<file path="src/hw/rtl/rtpfu_pkg.sv">
// shared types and constants of the h.264 rtp fu-a packetizer
package rtpfu_pkg;

   localparam logic [15:0] MAX_PAYLOAD_RESET = 16'd1400;
   localparam logic [16:0] TS_STEP_RESET     = 17'd3000;

   localparam logic [7:0] NRI_MASK      = 8'h60;
   localparam logic [7:0] FU_A_TYPE     = 8'd28;
   localparam logic [4:0] NAL_TYPE_SPS  = 5'd7;
   localparam logic [4:0] NAL_TYPE_PPS  = 5'd8;
   localparam logic [7:0] FU_START_FLAG = 8'h80;
   localparam logic [7:0] FU_END_FLAG   = 8'h40;

   // register word index (paddr[2])
   localparam logic REG_MAX_PAYLOAD = 1'b0;
   localparam logic REG_TS_STEP     = 1'b1;

   typedef struct packed {
      logic [7:0]  nal_byte;
      logic [15:0] nal_length;
      logic        nal_last;
   } req_item_type;

   typedef struct packed {
      logic [7:0]  out_byte;
      logic        packet_last;
      logic [15:0] seq_number;
      logic [31:0] rtp_timestamp;
      logic        run_last;
   } rsp_item_type;

   typedef struct packed {
      logic [15:0] max_payload;
      logic [16:0] ts_step;
   } cfg_type;

   // everything one accepted byte produces
   typedef struct packed {
      logic        emit;
      logic        fu;
      logic [7:0]  indicator;
      logic [7:0]  fu_header;
      logic [7:0]  data;
      logic        pkt_end;
      logic [15:0] seq;
      logic [31:0] stamp;
   } plan_type;

   typedef enum logic [1:0] {
      PHASE_INDICATOR = 2'd0,
      PHASE_HEADER    = 2'd1,
      PHASE_DATA      = 2'd2
   } phase_type;

endpackage

</file>
<file path="src/hw/rtl/rtpfu_planner.sv">
// per-byte packetizing decision and unit/packet state
module rtpfu_planner import rtpfu_pkg::*; (
   input  logic         clock,
   input  logic         reset,
   input  logic         accept,
   input  req_item_type item,
   input  cfg_type      cfg,
   output plan_type     plan
);

   logic [15:0] pos_ff, pos_in;
   logic [15:0] fill_ff, fill_in;
   logic        frag_ff, frag_in;
   logic [7:0]  held_ff, held_in;
   logic [15:0] seq_ff, seq_in;
   logic [31:0] time_ff, time_in;

   logic [15:0] len_eff;
   logic [15:0] mp;
   logic [16:0] pos_inc;
   logic [16:0] fill_inc;
   logic        first;
   logic        unit_end;
   logic        frag_now;
   logic [7:0]  header;
   logic [15:0] rem;
   logic        pkt_end;
   logic [4:0]  nal_type;
   logic        ts_skip;

   always_comb begin
      len_eff  = (item.nal_length == 16'd0) ? 16'd1 : item.nal_length;
      mp       = (cfg.max_payload == 16'd0) ? 16'd1 : cfg.max_payload;
      pos_inc  = {1'b0, pos_ff} + 17'd1;
      fill_inc = {1'b0, fill_ff} + 17'd1;
      first    = (pos_ff == 16'd0);
      unit_end = item.nal_last || (pos_inc >= {1'b0, len_eff});
      frag_now = first ? (len_eff > mp) : frag_ff;
      header   = first ? item.nal_byte : held_ff;
      rem      = (len_eff > pos_ff) ? (len_eff - pos_ff) : 16'd0;
      nal_type = header[4:0];

      plan.emit      = !(first && frag_now);
      plan.fu        = frag_now && !first && (fill_ff == 16'd0);
      plan.indicator = (header & NRI_MASK) | FU_A_TYPE;
      plan.fu_header = {3'b000, nal_type}
                     | ((pos_ff == 16'd1) ? FU_START_FLAG : 8'h00)
                     | ((rem <= mp) ? FU_END_FLAG : 8'h00);
      plan.data      = item.nal_byte;
      plan.seq       = seq_ff;
      plan.stamp     = time_ff;

      if (frag_now && !first) begin
         pkt_end = unit_end || (fill_inc >= {1'b0, mp});
      end else if (frag_now) begin
         pkt_end = 1'b0;
      end else begin
         pkt_end = unit_end;
      end
      plan.pkt_end = pkt_end;

      // unfragmented sps and pps share the next unit's timestamp
      ts_skip = !frag_now && ((nal_type == NAL_TYPE_SPS) || (nal_type == NAL_TYPE_PPS));
   end

   always_comb begin
      pos_in  = pos_ff;
      fill_in = fill_ff;
      frag_in = frag_ff;
      held_in = held_ff;
      seq_in  = seq_ff;
      time_in = time_ff;
      if (accept) begin
         held_in = header;
         if (pkt_end) begin
            seq_in = seq_ff + 16'd1;
         end
         if (unit_end) begin
            pos_in  = 16'd0;
            fill_in = 16'd0;
            frag_in = 1'b0;
            if (!ts_skip) begin
               time_in = time_ff + {15'd0, cfg.ts_step};
            end
         end else begin
            pos_in  = pos_inc[15:0];
            frag_in = frag_now;
            if (frag_now && !first) begin
               fill_in = pkt_end ? 16'd0 : fill_inc[15:0];
            end
         end
      end
   end

   always_ff @(posedge clock) begin
      if (reset) begin
         pos_ff  <= '0;
         fill_ff <= '0;
         frag_ff <= 1'b0;
         held_ff <= '0;
         seq_ff  <= '0;
         time_ff <= '0;
      end else begin
         pos_ff  <= pos_in;
         fill_ff <= fill_in;
         frag_ff <= frag_in;
         held_ff <= held_in;
         seq_ff  <= seq_in;
         time_ff <= time_in;
      end
   end

endmodule

</file>
<file path="src/hw/rtl/h264_rtp_fu_a_packetizer.sv">
// H.264 RTP FU-A packetizer: takes one NAL unit byte per transaction and
// produces the RTP payload bytes. An accepted byte yields no result (header
// byte of a fragmented unit), one result (a payload byte), or three results
// (FU indicator, FU header and the first data byte of a fragment). Input is
// taken in every cycle while the result port is not stalled; the two extra
// bytes at each fragment start also hold the input off, since the result port
// carries a single byte. A result passes through the decision register, then
// the output register. Registers: max_payload at 0x0, timestamp_step at 0x4.
module h264_rtp_fu_a_packetizer import rtpfu_pkg::*; (
   input  logic         clock,
   input  logic         reset,
   input  logic         req_valid,
   output logic         req_ready,
   input  req_item_type req_data,
   output logic         rsp_valid,
   input  logic         rsp_ready,
   output rsp_item_type rsp_data,
   input  logic         psel,
   input  logic         penable,
   input  logic         pwrite,
   input  logic [2:0]   paddr,
   input  logic [31:0]  pwdata,
   output logic [31:0]  prdata,
   output logic         pready
);

   cfg_type      cfg_ff, cfg_in;
   plan_type     plan;
   plan_type     plan_ff, plan_in;
   logic         plan_valid_ff, plan_valid_in;
   phase_type    phase_ff, phase_in;
   logic         out_valid_ff, out_valid_in;
   rsp_item_type out_ff, out_in;
   rsp_item_type sel;
   logic         accept;
   logic         pop;
   logic         pop_last;

   // configuration registers
   assign pready = 1'b1;

   always_comb begin
      cfg_in = cfg_ff;
      if (psel && penable && pwrite) begin
         unique case (paddr[2])
            REG_MAX_PAYLOAD: cfg_in.max_payload = pwdata[15:0];
            REG_TS_STEP:     cfg_in.ts_step     = pwdata[16:0];
            default:         cfg_in = cfg_ff;
         endcase
      end
   end

   always_comb begin
      unique case (paddr[2])
         REG_MAX_PAYLOAD: prdata = {16'd0, cfg_ff.max_payload};
         REG_TS_STEP:     prdata = {15'd0, cfg_ff.ts_step};
         default:         prdata = 32'd0;
      endcase
   end

   always_ff @(posedge clock) begin
      if (reset) begin
         cfg_ff.max_payload <= MAX_PAYLOAD_RESET;
         cfg_ff.ts_step     <= TS_STEP_RESET;
      end else begin
         cfg_ff <= cfg_in;
      end
   end

   rtpfu_planner u_planner (
      .clock  (clock),
      .reset  (reset),
      .accept (accept),
      .item   (req_data),
      .cfg    (cfg_ff),
      .plan   (plan)
   );

   // decision register drains into the output register one byte per cycle unless the receiver stalls
   assign pop       = plan_valid_ff && (!out_valid_ff || rsp_ready);
   assign pop_last  = pop && (phase_ff == PHASE_DATA);
   assign req_ready = !plan_valid_ff || pop_last;
   assign accept    = req_valid && req_ready;

   // next state
   always_comb begin
      plan_in       = plan_ff;
      plan_valid_in = plan_valid_ff;
      phase_in      = phase_ff;
      if (accept && plan.emit) begin
         plan_in       = plan;
         plan_valid_in = 1'b1;
         phase_in      = plan.fu ? PHASE_INDICATOR : PHASE_DATA;
      end else if (pop) begin
         unique case (phase_ff)
            PHASE_INDICATOR: phase_in = PHASE_HEADER;
            PHASE_HEADER:    phase_in = PHASE_DATA;
            PHASE_DATA:      plan_valid_in = 1'b0;
            default:         phase_in = PHASE_DATA;
         endcase
      end
   end

   // outputs
   always_comb begin
      sel.seq_number    = plan_ff.seq;
      sel.rtp_timestamp = plan_ff.stamp;
      unique case (phase_ff)
         PHASE_INDICATOR: begin
            sel.out_byte    = plan_ff.indicator;
            sel.packet_last = 1'b0;
            sel.run_last    = 1'b0;
         end
         PHASE_HEADER: begin
            sel.out_byte    = plan_ff.fu_header;
            sel.packet_last = 1'b0;
            sel.run_last    = 1'b0;
         end
         default: begin
            sel.out_byte    = plan_ff.data;
            sel.packet_last = plan_ff.pkt_end;
            sel.run_last    = 1'b1;
         end
      endcase
   end

   always_comb begin
      out_in       = out_ff;
      out_valid_in = out_valid_ff;
      if (pop) begin
         out_in       = sel;
         out_valid_in = 1'b1;
      end else if (rsp_ready) begin
         out_valid_in = 1'b0;
      end
   end

   always_ff @(posedge clock) begin
      if (reset) begin
         plan_valid_ff <= 1'b0;
         phase_ff      <= PHASE_DATA;
         out_valid_ff  <= 1'b0;
      end else begin
         plan_valid_ff <= plan_valid_in;
         phase_ff      <= phase_in;
         out_valid_ff  <= out_valid_in;
      end
   end

   always_ff @(posedge clock) begin
      plan_ff <= plan_in;
      out_ff  <= out_in;
   end

   assign rsp_valid = out_valid_ff;
   assign rsp_data  = out_ff;

   // fu bytes still queued block new input
   assert property (@(posedge clock) disable iff (reset)
      plan_valid_ff && (phase_ff != PHASE_DATA) |-> !req_ready)
      else $error("input taken while fu bytes pending");

   assert property (@(posedge clock) disable iff (reset)
      pop && (phase_ff == PHASE_INDICATOR) |=> plan_valid_ff && (phase_ff == PHASE_HEADER))
      else $error("fu header did not follow indicator");

   // a result that is not the last of its run has its followers queued
   assert property (@(posedge clock) disable iff (reset)
      rsp_valid && !rsp_data.run_last |-> plan_valid_ff)
      else $error("run cut short");

   assert property (@(posedge clock) disable iff (reset)
      rsp_valid && rsp_data.packet_last |-> rsp_data.run_last)
      else $error("packet end on an fu header byte");

endmodule

</file>
<file path="config.mk">
export PLATFORM = sky130hd
export DESIGN_NAME = h264_rtp_fu_a_packetizer
export DESIGN_NICKNAME = d
export VERILOG_FILES = /design/src/hw/rtl/rtpfu_pkg.sv /design/src/hw/rtl/rtpfu_planner.sv /design/src/hw/rtl/h264_rtp_fu_a_packetizer.sv
export SDC_FILE = /design/constraint.sdc
export NUM_CORES = 1
export LEC_CHECK = 0
export BUFFER_PORTS_ARGS = -buffer_cell sky130_fd_sc_hd__buf_2
export CAP_MARGIN = 20
export CORE_MARGIN = 4
export CORE_UTILIZATION = 50
export DETAILED_ROUTE_END_ITERATION = 8
export MAX_ROUTING_LAYER = met4
export PLACE_DENSITY = 0.69
export SLEW_MARGIN = 20
export SYNTH_ARGS = -nofsm -noshare
export SYNTH_HDL_FRONTEND = slang
export SYNTH_SLANG_ARGS = --single-unit
</file>
<file path="constraint.sdc">
create_clock -name clock -period 7.4 [get_ports clock]
set_input_delay 1.11 -clock clock [delete_from_list [all_inputs] [get_ports clock]]
set_output_delay 1.11 -clock clock [all_outputs]
set_load 0.02 [all_outputs]
</file>
* After elaboration in Yosys (flattened, before gate mapping)
Cells that the tools add are included.
** Operators by class
- Add/subtract/negate cells :: 5
- Multipliers :: 0
- Divide/modulo/power cells :: 0
- $lt $le $gt $ge :: 5
- Equality and inequality tests :: 6
- Shift operators :: 0
- Mux-type cells :: 26
- Bitwise logic cells :: 4
- Reduce and logical (&&, ||, !) cells :: 37
** Operators with widths (count)
- 16-bit 2-to-1 mux :: 7
- 16-bit zero test :: 4
- 32-bit one-hot mux with 2 select lines :: 1
- 16-bit by 1-bit adder with 17-bit output, second input constant :: 2
- 17-bit by 16-bit >= comparator with 1-bit output :: 2
- 32-bit by 17-bit adder with 32-bit output :: 1
- 16-bit > comparator :: 2
- 9-bit one-hot mux with 2 select lines :: 1
- 16-bit by 1-bit adder with 16-bit output, second input constant :: 1
- 16-bit by 1-bit equality test with 1-bit output, second input constant :: 1
- 16-bit less-or-equal comparator :: 1
- 16-bit subtractor :: 1
- 7-bit 2-to-1 mux :: 2
- 2-bit AND reduction :: 6
- 1-bit logical AND :: 10
- 1-bit 2-to-1 mux :: 10
- 8-bit 2-to-1 mux :: 1
- 5-bit by 8-bit OR with 8-bit output :: 1
- 8-bit OR :: 1
- 2-bit nonzero test :: 4
- 2-bit 2-to-1 mux :: 3
- 5-bit by 3-bit equality test with 1-bit output, second input constant :: 1
- 5-bit by 4-bit equality test with 1-bit output, second input constant :: 1
- 1-bit zero test :: 5
- other kinds (9) :: 14
** Word-level totals
- Register bits :: 250
- Bits in latches :: 0
- Bits in writable memories :: 0
- Memory bits (read-only) :: 0
- Input bits :: 67
- Output and inout port bits :: 93
- Word-level logic and storage cells :: 105
- Memories :: 0

* Logic depth before layout (Yosys ltp)
- Word-level depth :: 9
- Mapped depth :: 23
- Mapped depth without buffers :: 22

* By module
Synthesis repeated with hierarchy kept, for this count alone.
** Unflattened totals
- Cell total of the unflattened synthesis :: 1400
- Area, all modules :: 13889.6 µm²
** By module, submodules not included
- rtpfu_planner :: instances 1, cells each 1031, area each 8011.4 µm²
- h264_rtp_fu_a_packetizer :: instances 1, cells each 369, area each 5878.1 µm²

* Least setup slack after synthesis
Ideal clock, no wire load.
- Path type :: input -> register
- Start :: input req_data[11] in the netlist's numbering
- End :: register plan_ff[0] in the netlist's numbering (enable)
- Setup time :: 517 ps
- Arrival time :: 5841 ps
- Slack :: 1042 ps
- Stages :: 6
- Path buffers :: 1
- Cell sequence :: clkbuf_1 ha_1 nand4_1 or4_4 o31a_4 a21oi_1
** Between the ends
- Longest elaborated chain between the ends :: 7
** RTL lines
- from (decl) :: RTL line h264_rtp_fu_a_packetizer.sv:14 : input req_item_type req_data,
- 16-bit zero test :: RTL line rtpfu_planner.sv:32 : len_eff = (item.nal_length == 16'd0) ? 16'd1 : item.nal_length;
- 16-bit 2-to-1 mux (*) :: RTL line rtpfu_planner.sv:32
- 16-bit > comparator (*) :: RTL line rtpfu_planner.sv:38 : frag_now = first ? (len_eff > mp) : frag_ff;
- 1-bit 2-to-1 mux (*) :: RTL line rtpfu_planner.sv:38
- 1-bit logical AND (*) :: RTL line rtpfu_planner.sv:43 : plan.emit = !(first && frag_now);
- 1-bit zero test (*) :: RTL line rtpfu_planner.sv:43
- 1-bit logical AND (*) :: RTL line h264_rtp_fu_a_packetizer.sv:90 : if (accept && plan.emit) begin
- to (signal assigned) :: RTL line h264_rtp_fu_a_packetizer.sv:151 : plan_ff <= plan_in;
- to (decl) :: RTL line h264_rtp_fu_a_packetizer.sv:29 : plan_type plan_ff, plan_in;
Mark *: on every way between the ends. The rest lies on a longest branch, timed or not.
A chain may end at the register's enable or synchronous reset.

==> metrics.txt <==
status=completed; r2r endpoint=u_planner.seq_ff[8]$_SDFFE_PP0P_; total track usage=20.8%; Setup crit start kind=input port; detailed-route via count=10,400; PortBufs=126; relative slew slack=35.8%; layout cells sized above 1=~15%; Syn Std Cell Area=0.0134 mm²; TNS Setup=0 ps; Synth Register Bits=249; clk slew on worst S/H paths=70 ps; CTS Buffer Depth=3; data arrival time of the worst path=~5800 ps; leakage=6.15 nW; most numerous cell in the Yosys netlist=nand2_1; worst reg2reg path depth=12; Tightest Hold Check Type=reg -> reg; YS warnings=0; post-synthesis sequential area ratio=a little under half; post-route core utilization=between 50 and 60%; Die Ht=172 µm; Comb pwr share=10.9%; CTS resizes=0; Net Sw Power=0.000782 W; Seq pwr share=48.1%; vias in the first global route=~9,300; vias per inst=around 5.6; antenna-violating nets left=0; Worst Setup SP=req_data[10]; final hold violations=0; global route overflow=0; cell internal pwr=0.00239 W; number of enable flip-flop cells after synthesis=124; M2 GR Usage=31.8%; met1 usage in global routing=30.1%; Crit Path Max Fanout=15; post-synth top area share=roughly 28%; Post-synth top cells=nand2_1, dfxtp_1, edfxtp_1; Post-synth ARST share=0%; drt drc=0; H-Tree Depth=1; main flop type after synthesis=dfxtp_1; Setup-failing EPs final=0; core box area=0.0262 mm²; Die X=about 170 µm; worst skew pair latency=530 ps; Site Rows=a little under 60; CTS tree=yes; gpl congestion=0.936; Gate Count Post-Synth=1,398; WS Path Type=in -> reg; Die ar.=0.0295 mm²; critical path data required time=7680 ps; clk_skew=18.6 ps; dominant cells by area after synthesis=edfxtp_1, dfxtp_1, ha_1, nand2_1, a21oi_1; Area Growth Syn to Fin=12.5%; worst-margin pin slew=961 ps; Avg Inst Size Synth=9.61 µm²; area leader, netlist=edfxtp_1; hold buffer count at CTS=0; Initial DRT Pass Iterations=5; largest net degree at the start of global routing=87; Power Dens Cells=210 mW/mm²; RSZ-0062 raised after global routing=false; WL/cell=16.8 µm; ant diodes=0; Min Clock Period, post-route=5480 ps; Worst VDD drop=170 µV; first-pass GRT wire length=a little under 50 mm; Post-CTS Setup Bufs=0; initial antenna violation count=0; IO Pins=160; met3 Use GR=2.17%; max-slew violations=0; CP Capture Point=plan_ff[63]$_DFFE_PP_; # Max-Cap Violations=0; Fmax=182 MHz; TritonCTS buffer count=26; CTS Sinks=roughly 250; Clock Power Share=40.9%; hold slack=about 410 ps; r2r startpoint=u_planner.pos_ff[0]$_SDFFE_PP0P_; grt peak-use layer=met2; Layout Nets=between 1,500 and 2,000; reg-to-reg slack, setup=2570 ps; final worst setup slack=approximately 1900 ps; Final period util=approximately 74%; endpoint class of the critical path=flip-flop; initial DRC count=906; pre-CTS setup slack=1480 ps; sw frac=24.6%; Starting Density=51.2%; Yosys cell types=77; Post-DP HPWL=22.7 mm; root buffer cell=clkbuf_16; Routed Wire Length=between 30 and 40 mm
[kinds of logic after synthesis]
logic type,share of synthesized area [%]
and+or+nand+nor,18.7
AOI/OAI and AO/OA,13.4
DFF,46.4
buffers and inverters,5.11
adders and majority gates,9.89
xor gates and xnor gates,3.46
muxes,2.99
other,0.0559
[power groups by stage]
stage          Sequential (W)  Combinational, W  Clock, W
5_1_grt               0.00153          0.000387   0.00139
2_1_floorplan         0.00157          0.000239         0
4_1_cts               0.00153          0.000346   0.00133
3_3_place_gp          0.00156          0.000338         0
6_report              0.00153          0.000347   0.00130
3_5_place_dp          0.00156          0.000344         0
[worst max-delay path, stage by stage]
cell	delay, ps
buf_2	130
nor4_1	300
a41o_1	280
inv_1	80
ha_1	210
fa_1	380
nor2b_1	170
o21a_1	150
o21a_1	200
o211a_1	220
nor2_1	60
a31oi_1	250
nand2_1	350
nor3_1	290
ha_1	270
a21oi_1	130
o22ai_1	90
o21a_1	170
o21a_1	160
o21a_1	160
o21ai_0	140
a21oi_1	80
o22ai_1	370
[final cells by class]
type	count	area, µm²
Fill cell	2282	11100
Multi-Input combinational cell	1002	6600
Timing Repair Buffer	137	716
Inverter	78	293
Clock inverter	16	175
Sequential cell	249	6230
Tap cell	335	419
Clock buffer	32	683
[through the flow]
stage	cell area, µm²	power [W]	std cells
3_3_place_gp	14200	0.00189	1801
4_1_cts	15100	0.00320	1849
6_report	15100	0.00317	1849
3_5_place_dp	14200	0.00190	1801
2_1_floorplan	13500	0.00181	1412
5_1_grt	15100	0.00331	1849
[flip-flops by register name, summed over array words and instances (netlist names), 7 cells and up]
signal,cells
u_planner.seq_ff,16
u_planner.held_ff,7
u_planner.fill_ff,16
plan_ff,66
cfg_ff,33
rsp_data,58
u_planner.pos_ff,16
u_planner.time_ff,32
[cell usage in the layout (no fill, tap or decap), types with 7 or more instances in the layout]
master | Yosys | layout
a2111oi_0 | 7 | 7
a211o_1 | 11 | 11
a211oi_1 | 8 | 8
a21o_1 | 9 | 9
a21oi_1 | 112 | 111
a22o_1 | 8 | 8
a31oi_1 | 13 | 13
and3_1 | 13 | 13
buf_2 | 5 | 125
buf_4 | 16 | 12
clkbuf_16 | 0 | 26
clkinv_2 | 0 | 7
conb_1 | 2 | 16
dfxtp_1 | 125 | 125
edfxtp_1 | 124 | 124
ha_1 | 103 | 103
inv_1 | 77 | 77
mux2_2 | 21 | 21
mux2i_1 | 15 | 15
nand2_1 | 166 | 166
nand2b_1 | 19 | 19
nand3_1 | 37 | 37
nand3b_1 | 11 | 11
nand4_1 | 22 | 22
nor2_1 | 113 | 113
nor2b_1 | 31 | 31
nor3_1 | 30 | 30
nor4_1 | 17 | 17
o21a_1 | 16 | 16
o21ai_0 | 55 | 55
xnor2_1 | 40 | 40
xor2_1 | 13 | 13
[layer usage]
| layer | vias up | part of all wire (%) |
|---|---|---|
| met5 | - | 0 |
| met3 | 43 | 5.8 |
| met4 | 0 | 2.0 |
| met1 | 4889 | 48 |
| li1 | 5162 | - |
| met2 | 311 | 44 |
[worst min-delay path by stage]
stage,from,endpoint,depth (start not counted)
after floorplan,plan_ff[9]$_DFFE_PP_,rsp_data[10]$_DFFE_PP_,0
after global placement,plan_ff[46]$_DFFE_PP_,rsp_data[47]$_DFFE_PP_,0
after detailed placement,plan_ff[9]$_DFFE_PP_,rsp_data[10]$_DFFE_PP_,0
after CTS,plan_ff[32]$_DFFE_PP_,rsp_data[33]$_DFFE_PP_,0
after global routing,plan_ff[9]$_DFFE_PP_,rsp_data[10]$_DFFE_PP_,0
final,plan_ff[5]$_DFFE_PP_,rsp_data[6]$_DFFE_PP_,0
(Power assumes the default switching activity.)
